$ cat src/sv/cba_pkg.sv
package cba_pkg;

  localparam int unsigned BLOCKS_DEF = 256;
  localparam int unsigned SLOTS_DEF  = 64;

  typedef enum logic [1:0] {
    CMD_ADD   = 2'd0,
    CMD_DEL   = 2'd1,
    CMD_PLACE = 2'd2,
    CMD_NONE  = 2'd3
  } cmd_e;

  typedef enum logic [2:0] {
    ST_OK       = 3'd0,
    ST_NOSPACE  = 3'd1,
    ST_DENIED   = 3'd2,
    ST_NOTFOUND = 3'd3,
    ST_FULL     = 3'd4
  } status_e;

endpackage

$ cat src/sv/cba_if.sv
interface cba_cmd_if;
  logic        valid;
  logic        ready;
  logic [1:0]  cmd;
  logic [31:0] file_key;
  logic [8:0]  length;
  logic [7:0]  start_block;
  logic [15:0] owner_id;
  logic [7:0]  owner_priority;

  modport source (output valid, cmd, file_key, length, start_block, owner_id,
                  owner_priority, input ready);
  modport sink (input valid, cmd, file_key, length, start_block, owner_id,
                owner_priority, output ready);
endinterface

interface cba_rsp_if;
  logic       valid;
  logic       ready;
  logic [2:0] status;
  logic [7:0] alloc_start;
  logic [5:0] slot_index;

  modport source (output valid, status, alloc_start, slot_index, input ready);
  modport sink (input valid, status, alloc_start, slot_index, output ready);
endinterface

$ cat src/sv/contiguous_block_allocator.sv
// Channel  Dir  Word
// cmd_i    in   cmd, file_key, length, start_block, owner_id, owner_priority
// rsp_o    out  status, alloc_start, slot_index
//
// One command at a time; cmd_i.ready is high only when no command is in flight.
// Add: a free-slot search, then a one-block-per-cycle bitmap walk for a free run,
// then its blocks are marked one at a time; Place skips the walk, marks from start_block.
// Delete: read each slot (S_DREQ, table read port), check it (S_DCHK); free its blocks.
// Reset clears the bitmap, slot valid bits and file count at once.
// A result waits in the output register until rsp_o.ready.
module contiguous_block_allocator #(
  parameter int unsigned BLOCKS = cba_pkg::BLOCKS_DEF,
  parameter int unsigned SLOTS  = cba_pkg::SLOTS_DEF
) (
  input logic       clk_i,
  input logic       rst_ni,
  cba_cmd_if.sink   cmd_i,
  cba_rsp_if.source rsp_o
);

  localparam int unsigned BW  = $clog2(BLOCKS);
  localparam int unsigned SW  = (SLOTS > 1) ? $clog2(SLOTS) : 1;
  localparam int unsigned SBW = (BW > 8) ? BW : 8;
  localparam int unsigned BCW = SBW + 1;
  localparam int unsigned RW  = $clog2(BLOCKS + 1);
  localparam int unsigned LW  = (RW > 9) ? RW : 9;
  localparam int unsigned CW  = $clog2(SLOTS + 1);

  typedef enum logic [6:0] {
    S_IDLE  = 7'b0000001,
    S_FSLOT = 7'b0000010,
    S_BSCAN = 7'b0000100,
    S_MARK  = 7'b0001000,
    S_DREQ  = 7'b0010000,
    S_DCHK  = 7'b0100000,
    S_RESP  = 7'b1000000
  } state_e;

  typedef struct packed {
    logic [31:0]    key;
    logic [15:0]    owner;
    logic [SBW-1:0] start;
    logic [8:0]     len;
  } entry_t;

  state_e            state_q, state_d;
  cba_pkg::cmd_e     cmd_q, cmd_d;
  logic [31:0]       key_q, key_d;
  logic [8:0]        len_q, len_d;
  logic [7:0]        sb_q, sb_d;
  logic [15:0]       pid_q, pid_d;
  logic              prio0_q, prio0_d;
  logic [SW-1:0]     sidx_q, sidx_d;
  logic [BCW-1:0]    b_q, b_d;
  logic [8:0]        cnt_q, cnt_d;
  logic [LW-1:0]     run_q, run_d;
  logic [BW-1:0]     rstart_q, rstart_d;
  logic              mark_q, mark_d;
  logic [BLOCKS-1:0] used_q, used_d;
  logic [SLOTS-1:0]  valid_q, valid_d;
  logic [CW-1:0]     count_q, count_d;
  cba_pkg::status_e  status_q, status_d;
  logic [SBW-1:0]    ostart_q, ostart_d;
  logic [SW-1:0]     slot_q, slot_d;

  entry_t            mem [SLOTS];
  entry_t            rd_q;
  logic              we;
  entry_t            wdata;

  logic [BW-1:0]     bidx;
  logic [BW-1:0]     run_start;

  assign bidx      = b_q[BW-1:0];
  assign run_start = (run_q == '0) ? bidx : rstart_q;

  assign cmd_i.ready       = (state_q == S_IDLE);
  assign rsp_o.valid       = (state_q == S_RESP);
  assign rsp_o.status      = status_q;
  assign rsp_o.alloc_start = ostart_q[7:0];
  assign rsp_o.slot_index  = 6'(slot_q);

  assign wdata = '{key: key_q, owner: pid_q, start: ostart_q, len: len_q};

  always_comb begin
    state_d  = state_q;
    cmd_d    = cmd_q;
    key_d    = key_q;
    len_d    = len_q;
    sb_d     = sb_q;
    pid_d    = pid_q;
    prio0_d  = prio0_q;
    sidx_d   = sidx_q;
    b_d      = b_q;
    cnt_d    = cnt_q;
    run_d    = run_q;
    rstart_d = rstart_q;
    mark_d   = mark_q;
    used_d   = used_q;
    valid_d  = valid_q;
    count_d  = count_q;
    status_d = status_q;
    ostart_d = ostart_q;
    slot_d   = slot_q;
    we       = 1'b0;
    case (state_q)
      S_IDLE: begin
        if (cmd_i.valid) begin
          cmd_d    = cba_pkg::cmd_e'(cmd_i.cmd);
          key_d    = cmd_i.file_key;
          len_d    = cmd_i.length;
          sb_d     = cmd_i.start_block;
          pid_d    = cmd_i.owner_id;
          prio0_d  = (cmd_i.owner_priority == 8'd0);
          sidx_d   = '0;
          status_d = cba_pkg::ST_OK;
          ostart_d = '0;
          slot_d   = '0;
          case (cba_pkg::cmd_e'(cmd_i.cmd))
            cba_pkg::CMD_ADD, cba_pkg::CMD_PLACE: state_d = S_FSLOT;
            cba_pkg::CMD_DEL:                     state_d = S_DREQ;
            default:                              state_d = S_RESP;
          endcase
        end
      end
      S_FSLOT: begin
        if (count_q == CW'(SLOTS)) begin
          status_d = cba_pkg::ST_FULL;
          state_d  = S_RESP;
        end else if (!valid_q[sidx_q]) begin
          slot_d = sidx_q;
          if (cmd_q == cba_pkg::CMD_ADD) begin
            b_d     = '0;
            run_d   = '0;
            state_d = S_BSCAN;
          end else begin
            b_d      = BCW'(sb_q);
            cnt_d    = len_q;
            mark_d   = 1'b1;
            ostart_d = SBW'(sb_q);
            state_d  = S_MARK;
          end
        end else begin
          sidx_d = sidx_q + 1'b1;
        end
      end
      S_BSCAN: begin
        if (used_q[bidx]) begin
          run_d = '0;
        end else begin
          rstart_d = run_start;
          run_d    = run_q + 1'b1;
        end
        if (!used_q[bidx] && (LW'(run_q + 1'b1) == LW'(len_q))) begin
          b_d      = BCW'(run_start);
          cnt_d    = len_q;
          mark_d   = 1'b1;
          ostart_d = SBW'(run_start);
          state_d  = S_MARK;
        end else if (b_q == BCW'(BLOCKS - 1)) begin
          status_d = cba_pkg::ST_NOSPACE;
          slot_d   = '0;
          state_d  = S_RESP;
        end else begin
          b_d = b_q + 1'b1;
        end
      end
      S_MARK: begin
        if (cnt_q == 9'd0 || b_q >= BCW'(BLOCKS)) begin
          if (mark_q) begin
            we              = 1'b1;
            valid_d[slot_q] = 1'b1;
            count_d         = count_q + 1'b1;
          end
          state_d = S_RESP;
        end else begin
          used_d[bidx] = mark_q;
          b_d          = b_q + 1'b1;
          cnt_d        = cnt_q - 1'b1;
        end
      end
      S_DREQ: begin
        state_d = S_DCHK;
      end
      S_DCHK: begin
        if (valid_q[sidx_q] && rd_q.key == key_q) begin
          if (rd_q.owner != pid_q && !prio0_q) begin
            status_d = cba_pkg::ST_DENIED;
          end else begin
            valid_d[sidx_q] = 1'b0;
            count_d         = count_q - 1'b1;
            slot_d          = sidx_q;
            b_d             = BCW'(rd_q.start);
            cnt_d           = rd_q.len;
            mark_d          = 1'b0;
            ostart_d        = rd_q.start;
          end
          state_d = (rd_q.owner != pid_q && !prio0_q) ? S_RESP : S_MARK;
        end else if (sidx_q == SW'(SLOTS - 1)) begin
          status_d = cba_pkg::ST_NOTFOUND;
          state_d  = S_RESP;
        end else begin
          sidx_d  = sidx_q + 1'b1;
          state_d = S_DREQ;
        end
      end
      S_RESP: begin
        if (rsp_o.ready) begin
          state_d = S_IDLE;
        end
      end
      default: state_d = S_IDLE;
    endcase
  end

  always_ff @(posedge clk_i or negedge rst_ni) begin
    if (!rst_ni) begin
      state_q <= S_IDLE;
      used_q  <= '0;
      valid_q <= '0;
      count_q <= '0;
    end else begin
      state_q <= state_d;
      used_q  <= used_d;
      valid_q <= valid_d;
      count_q <= count_d;
    end
  end

  always_ff @(posedge clk_i) begin
    cmd_q    <= cmd_d;
    key_q    <= key_d;
    len_q    <= len_d;
    sb_q     <= sb_d;
    pid_q    <= pid_d;
    prio0_q  <= prio0_d;
    sidx_q   <= sidx_d;
    b_q      <= b_d;
    cnt_q    <= cnt_d;
    run_q    <= run_d;
    rstart_q <= rstart_d;
    mark_q   <= mark_d;
    status_q <= status_d;
    ostart_q <= ostart_d;
    slot_q   <= slot_d;
  end

  always_ff @(posedge clk_i) begin
    if (we) begin
      mem[slot_q] <= wdata;
    end
    rd_q <= mem[sidx_q];
  end

endmodule

$ cat src/flat_wrapper.sv
// flat-port wrapper written by rule: the top's interface ports become plain ports
module contiguous_block_allocator_flat 
#(
  parameter int unsigned BLOCKS = cba_pkg::BLOCKS_DEF,
  parameter int unsigned SLOTS  = cba_pkg::SLOTS_DEF
)
  (clk_i, rst_ni, cmd_i_valid, cmd_i_cmd, cmd_i_file_key, cmd_i_length, cmd_i_start_block, cmd_i_owner_id, cmd_i_owner_priority, cmd_i_ready, rsp_o_valid, rsp_o_status, rsp_o_alloc_start, rsp_o_slot_index, rsp_o_ready);
  cba_cmd_if cmd_i_i ();
  cba_rsp_if rsp_o_i ();
  input logic clk_i;
  input logic rst_ni;
  input wire logic [$bits(cmd_i_i.valid)-1:0] cmd_i_valid;
  input wire logic [$bits(cmd_i_i.cmd)-1:0] cmd_i_cmd;
  input wire logic [$bits(cmd_i_i.file_key)-1:0] cmd_i_file_key;
  input wire logic [$bits(cmd_i_i.length)-1:0] cmd_i_length;
  input wire logic [$bits(cmd_i_i.start_block)-1:0] cmd_i_start_block;
  input wire logic [$bits(cmd_i_i.owner_id)-1:0] cmd_i_owner_id;
  input wire logic [$bits(cmd_i_i.owner_priority)-1:0] cmd_i_owner_priority;
  output wire logic [$bits(cmd_i_i.ready)-1:0] cmd_i_ready;
  output wire logic [$bits(rsp_o_i.valid)-1:0] rsp_o_valid;
  output wire logic [$bits(rsp_o_i.status)-1:0] rsp_o_status;
  output wire logic [$bits(rsp_o_i.alloc_start)-1:0] rsp_o_alloc_start;
  output wire logic [$bits(rsp_o_i.slot_index)-1:0] rsp_o_slot_index;
  input wire logic [$bits(rsp_o_i.ready)-1:0] rsp_o_ready;
  assign cmd_i_i.valid = cmd_i_valid;
  assign cmd_i_i.cmd = cmd_i_cmd;
  assign cmd_i_i.file_key = cmd_i_file_key;
  assign cmd_i_i.length = cmd_i_length;
  assign cmd_i_i.start_block = cmd_i_start_block;
  assign cmd_i_i.owner_id = cmd_i_owner_id;
  assign cmd_i_i.owner_priority = cmd_i_owner_priority;
  assign cmd_i_ready = cmd_i_i.ready;
  assign rsp_o_valid = rsp_o_i.valid;
  assign rsp_o_status = rsp_o_i.status;
  assign rsp_o_alloc_start = rsp_o_i.alloc_start;
  assign rsp_o_slot_index = rsp_o_i.slot_index;
  assign rsp_o_i.ready = rsp_o_ready;
  contiguous_block_allocator #(.BLOCKS(BLOCKS), .SLOTS(SLOTS)) u_core (.clk_i(clk_i), .rst_ni(rst_ni), .cmd_i(cmd_i_i), .rsp_o(rsp_o_i));
endmodule
$ cat config.mk
export PLATFORM = sky130hd
export DESIGN_NAME = contiguous_block_allocator_flat
export DESIGN_NICKNAME = d
export VERILOG_FILES = /design/src/sv/cba_pkg.sv /design/src/sv/cba_if.sv /design/src/sv/contiguous_block_allocator.sv /design/src/flat_wrapper.sv
export SDC_FILE = /design/constraint.sdc
export NUM_CORES = 2
export LEC_CHECK = 0
export ABC_CLOCK_PERIOD_IN_PS = 5370
export BUFFER_PORTS_ARGS = -buffer_cell sky130_fd_sc_hd__buf_2
export CORE_MARGIN = 5
export CORE_UTILIZATION = 40
export DETAILED_ROUTE_END_ITERATION = 8
export MAX_ROUTING_LAYER = met4
export SETUP_SLACK_MARGIN = 0.3
export SYNTH_ARGS = -nofsm -noshare
export SYNTH_HDL_FRONTEND = slang
export SYNTH_MEMORY_MAX_BITS = 65536
export SYNTH_SLANG_ARGS = --single-unit
$ cat constraint.sdc
create_clock -name clk_i -period 5.37 [get_ports clk_i]
set_input_delay 1.074 -clock clk_i [delete_from_list [all_inputs] [get_ports clk_i]]
set_output_delay 1.074 -clock clk_i [all_outputs]
set_load 0.02 [all_outputs]
# After elaboration in Yosys (flattened, before gate mapping)

Memory sizes are Yosys's and may differ from the RTL's. A register that Yosys moved wholly into a read port is not among the register bits.
Index checks and enable logic that the tools add are counted.

Logic and storage cells: 208
Bits in writable memories: 4160
Output and inout bits: 19
Bits in registers: 461
Input bits: 79
Memories kept: 1

Memories:

| memory     | words | bits a word | read ports | clocked after memory_dff | wr ports | line                             | RTL |
|---|---|---|---|---|---|---|---|
| u_core.mem | 64    | 65          | 1          | 1                        | 1        | contiguous_block_allocator.sv:66 | `entry_t mem [SLOTS];` |

Order comparisons: 7
$add $sub $neg: 6
Reductions and logical operators: 34
Bitwise gates (word level): 5
Mux-type cells: 98
Equality and inequality tests: 38

Operators by type and width:

| operator                                                         | count |
|---|---|
| 256-bit bitwise mux                                              | 1 |
| 64-bit two-way mux                                               | 4 |
| 9-bit two-way mux                                                | 18 |
| 64-bit case mux with 2 select lines                              | 1 |
| 7-bit two-way mux                                                | 14 |
| 8-bit two-way mux                                                | 9 |
| 9-bit case mux with 4 select lines                               | 2 |
| 6-bit two-way mux                                                | 11 |
| 64-bit bitwise AND                                               | 1 |
| 64-bit NOT                                                       | 1 |
| 64-bit bitwise OR                                                | 1 |
| 7-bit case mux with 7 select lines                               | 1 |
| 32-bit equality test                                             | 1 |
| 8-bit case mux with 4 select lines                               | 1 |
| 7-bit case mux with 2 select lines                               | 2 |
| 6-bit case mux with 4 select lines                               | 1 |
| 8-bit AND reduction                                              | 3 |
| 3-bit two-way mux                                                | 7 |
| 7-bit AND reduction                                              | 3 |
| 9-bit by 1-bit adder with 9-bit output (second input constant)   | 2 |
| 9-bit zero test                                                  | 2 |
| 2-bit by 1-bit != test with 1-bit output (second input constant) | 9 |
| 2-bit != test (second input constant)                            | 9 |
| 6-bit case mux with 3 select lines                               | 1 |
| 48 further kinds                                                 | 83 |

# Depth between registers and ports, before layout

Word-level depth: 9
Mapped depth: 15
Mapped depth without buffers: 13

# Least setup slack after synthesis

Ideal clock, no wire load.

Kind: register -> register
Start: register u_core.state_q[5]
End: memory u_core.mem[59][0] (netlist name), enable pin
Path buffers: 1
Period minus slack after synthesis: 5.425 ns
Setup time: 0.489 ns
Data required time: 4.881 ns
Arrival time: 4.937 ns
Setup slack: -0.055 ns
Cell stages (with the launch flop): 7
Cells stage by stage: dfrtp_1 > or4_1 > nor4b_2 > o211ai_1 > or2_2 > clkbuf_1 > nor2_1

Longest elaborated chain between the ends: 4

RTL lines:

| element                                        | line                              | RTL |
|---|---|---|
| start, declared                                | contiguous_block_allocator.sv:46  | `state_e state_q, state_d;` |
| start signal, assigned                         | contiguous_block_allocator.sv:223 | `state_q <= state_d;` |
| 7-bit by 4-bit equality test with 1-bit output | contiguous_block_allocator.sv:106 | `case (state_q)` |
| 1-bit two-way mux                              | contiguous_block_allocator.sv:106 |  |
| 1-bit two-way mux                              | contiguous_block_allocator.sv:249 | `if (we) begin` |
| 1-bit two-way mux (implied by the code)        | contiguous_block_allocator.sv:250 | `mem[slot_q] <= wdata;` |
| end, declared                                  | contiguous_block_allocator.sv:66  |  |

Every way passes these cells.

# Worst setup path after layout

Start: register u_core.b_q[0]
End: register u_core.cnt_q[2], enable pin

Longest elaborated chain between the ends: 6
Elaborated cells on any way between the ends: 9
Those cells by class: order compare (1); eq/ne (2); mux (2); reduce/logical (4)

RTL lines:

| element                                            | line                              | RTL |
|---|---|---|
| start, declared                                    | contiguous_block_allocator.sv:54  | `logic [BCW-1:0] b_q, b_d;` |
| start signal, assigned                             | contiguous_block_allocator.sv:238 | `b_q <= b_d;` |
| 1-bit binary-select mux with 8-bit select          | contiguous_block_allocator.sv:154 | `if (!used_q[bidx] && (LW'(run_q + 1'b1) == LW'(len_q))) begin` |
| 1-bit two-way mux (implied by the code)            | contiguous_block_allocator.sv:154 |  |
| 1-bit zero test                                    | contiguous_block_allocator.sv:154 |  |
| 1-bit logical AND                                  | contiguous_block_allocator.sv:154 |  |
| 2-bit by 1-bit != test with 1-bit output (no line) | n/a                               |  |
| 8-bit AND reduction (no line) (*)                  | n/a                               |  |
| end signal, assigned                               | contiguous_block_allocator.sv:239 | `cnt_q <= cnt_d;` |
| end, declared                                      | contiguous_block_allocator.sv:55  | `logic [8:0] cnt_q, cnt_d;` |

Every way passes the cells marked *; elsewhere a longest branch is shown, timed or not. The select of a mux whose other input is x is not followed.
A chain may end at the register's enable or synchronous reset.

==> results_dict.tcl <==
set metrics [dict create \
    drt_iter0_markers 16500 \
    relSlewSlack_pct 2.23 \
    overflow 0 \
    post-dp-hpwl_mm 306 \
    crit_family "compound AO/OA/AOI/OAI gates" \
    synth_seq_cells 4686 \
    clock-root-buffer "clkbuf_16" \
    first_pass_iters 7 \
    vdd.ir_drop.worst_mv 0.403 \
    yosysTopAreaCell "edfxtp_1" \
    r2r_setup_slack_ps 720 \
    start_util_pct 40.1 \
    viasPerCell 6.40 \
    hold_violations 0 \
    die_width_um 668 \
    setup_violations 0 \
    r2r_start "u_core.b_q[0]$_DFFE_PP_" \
    critPathKind "flop to flop" \
    synth-xor-area-share_pct 0.438 \
    cts_repair_resize_count 0 \
    cts.sinks 4686 \
    cp_max_fo 12 \
    via_count 103000 \
    fin_crit_ps 4650 \
    tns_ps 0 \
    ff2ff_path_depth 11 \
    wl_per_cell_um 35.4 \
    die_h_um 668 \
    antenna_found_initial 36 \
    p_total_mw 99.7 \
    synth_edf_count 4287 \
    syn_avg_cell_area_um2 18.0 \
    synth.top_cell.area_share_pct 74.4 \
    tightest_slew_ps 1470 \
    synthesis.area_um2 173000 \
    rsz0062_at_grt "false" \
    drc 0 \
    maxCapViolCount 0 \
    async_flop_share_pct 7.13 \
    grt_pass1_vias 99000 \
    hold_ws_ps 176 \
    rows 241 \
    leakage_nw 62.3 \
    synthTopCellsByArea "edfxtp_1 (74%), a22oi_1 (5.8%), dfrtp_1 (4.8%)" \
    die_area_um2 446000 \
    worst-path-buf-inv 3 \
    power_density_nw_per_um2 504 \
    globalRouteTotalUtil_pct 25.4 \
    slew_violations 0 \
    min_period_over_period_pct 86.5 \
    cts_htree_levels 5 \
    num_io_pins 98 \
    port_buffers 97 \
    worstPathRequired_ps 6020 \
    yosysWarnings 0 \
    final_area_um2 198000 \
    arrival_ps 5300 \
    drive_gt1_share_pct 15.8 \
    grt_pass1_wl_mm 787 \
    place_congestion 0.868 \
    fp.coreArea_um2 431000 \
    timing.fmax_mhz 215 \
    startpoint_type "flop" \
    fill_cells 36100 \
    area_delta_synth_final_pct 14.3 \
    dpl_cell_area_um2 184000 \
    synth-simple-area-share_pct 2.76 \
    crit_chain "buf_4, mux4_2, nor3_1, nor3_1, a2111oi_1, buf_4, o311ai_2, a21oi_4, nor2_2, nor3_1, buf_4" \
    synth_cell_types 78 \
    cts_setup_buffers 0 \
    postRouteAntennaNets 0 \
    synth_compound_area_share_pct 12.3 \
    ys_dominant_reg_cell "edfxtp_1" \
    fin_skew_ps 90.4 \
    clock_path_buffers 4 \
    outcome "finished clean" \
    synth_cells 9627 \
    critical-path-max-stage-delay_ps 950 \
    cts_tree "built" \
    clkTransAtPathRegs_ps 70 \
    hold_buffers 0 \
    hold_path_class "input pin to async pin" \
    fin_nets 10100 \
    cts_made_buffers 440 \
    syn_nets 9721 \
    synth_top_family_by_area "compound AO/OA/AOI/OAI gates" \
    grt_max_degree 150 \
    yosysSeqAreaShare_pct 79.9 \
    reg2reg_to "u_core.cnt_q[2]$_DFFE_PP_" \
    clk_latency_ps 1020 \
    worstSetupEndpointType "flop" \
    critPathSlowestCell "edfxtp_1" \
    synth-adder-area-share_pct 0.113 \
    drt-total-wl_mm 569 \
    synth.mux.area_fraction_pct 2.86 \
]
cell usage in the layout, fill, tap and decap left out, types with 12 or more instances in the layout:
cell,netlist,layout
mux4_1,13,13
buf_12,3,123
buf_4,5,334
nor4_1,65,65
nand4_1,141,141
edfxtp_1,4287,4287
xnor2_1,62,62
a22o_1,410,410
clkinv_2,0,82
nor2_1,377,313
clkbuf_8,0,34
nand3_1,211,210
clkinvlp_4,0,16
diode_2,0,22
clkbuf_1,506,112
nor2b_1,17,17
mux2_2,273,273
xor2_1,22,22
a31oi_1,346,346
nor2_4,0,64
dfrtp_1,333,333
o21ai_0,28,28
a221oi_1,387,387
o2bb2ai_1,32,32
a41oi_1,31,31
nand2_1,51,49
mux2i_1,21,21
inv_1,31,30
buf_2,39,96
nand3b_1,12,12
nor3_1,22,17
a22oi_1,1339,1339
a21oi_1,169,169
clkinv_1,1,77
dfxtp_1,65,65
ha_1,14,14
bufinv_16,0,22
mux4_2,59,59
clkbuf_16,0,447
layer usage:
layer,up-vias,global-route usage (%),share of wire [%]
li1,41000,-,-
met1,53500,34.5,39
met2,7188,37.8,45
met3,1108,6.03,12
met4,0,8.82,3.9
met5,-,-,0
power breakdown:
group,leakage (nW),switching (mW),internal (mW)
Combinational,11.6,17.9,6.61
Sequential,43.8,1.06,43.6
Clock,6.85,13.6,16.9
Total,62.3,32.6,67.1
synthesized netlist by cell type, types with 114 or more instances:
library cell,number
a221oi_1,387
mux2_2,273
nand3_1,211
buf_1,114
a22o_1,410
a31oi_1,346
clkbuf_1,506
a22oi_1,1339
a21oi_1,169
nand4_1,141
nor2_1,377
dfrtp_1,333
edfxtp_1,4287
final cells by class:
type                            instances  area (um^2)  area share, %
Sequential cell                      4686       138000           70.0
Multi-Input combinational cell       4239        32500           16.5
Clock buffer                          593        12100           6.10
Tap cell                             5710         7140           3.61
Timing Repair Buffer                  555         5480           2.77
Clock inverter                        224         1960          0.993
Inverter                               34          133         0.0671
Antenna cell                           22         55.1         0.0278
per-stage QoR:
stage	cells	utilization [%]	worst slack (ps)
final	16100	45.9	723
after detailed placement	15200	42.6	800
after floorplan	9627	-	-55.2
after CTS	16000	45.9	738
after global placement	15200	42.6	696
after global routing	16100	45.9	531
flip-flops by register name, summed over array words and instances (netlist names), 16 cells and up:
name and count:
u_core.mem 4160, u_core.used_q 256, u_core.rd_q 65, u_core.valid_q 64
u_core.key_q 32, u_core.pid_q 16
cells by family (layout without fill, tap and decap cells):
family / Yosys count / after routing
flops: 4686 / 4686
compound gates: 2805 / 2805
simple gates: 968 / 968
buf+inv: 702 / 1406
mux: 366 / 366
xor+xnor: 85 / 85
fa+ha+maj: 15 / 15
other cells: 0 / 22
how the worst max path moves through the flow:
stage / from / endpoint / cells after the start
2_1_floorplan: u_core.state_q[5]$_DFFE_PN0P_ / u_core.mem[59][0]$_DFFE_PP_ / 6
3_3_place_gp: u_core.sidx_q[0]$_SDFFCE_PN0P_ / u_core.rd_q[33]$_DFF_P_ / 9
5_1_grt: u_core.b_q[0]$_DFFE_PP_ / u_core.rsp_o.status[2]$_SDFFCE_PN0P_ / 9
6_report: u_core.b_q[0]$_DFFE_PP_ / u_core.cnt_q[2]$_DFFE_PP_ / 11
4_1_cts: u_core.b_q[0]$_DFFE_PP_ / u_core.cnt_q[2]$_DFFE_PP_ / 11
3_5_place_dp: u_core.b_q[0]$_DFFE_PP_ / u_core.rsp_o.slot_index[0]$_SDFFCE_PN0P_ / 9
No activity file was read; power rests on OpenSTA's default activity.
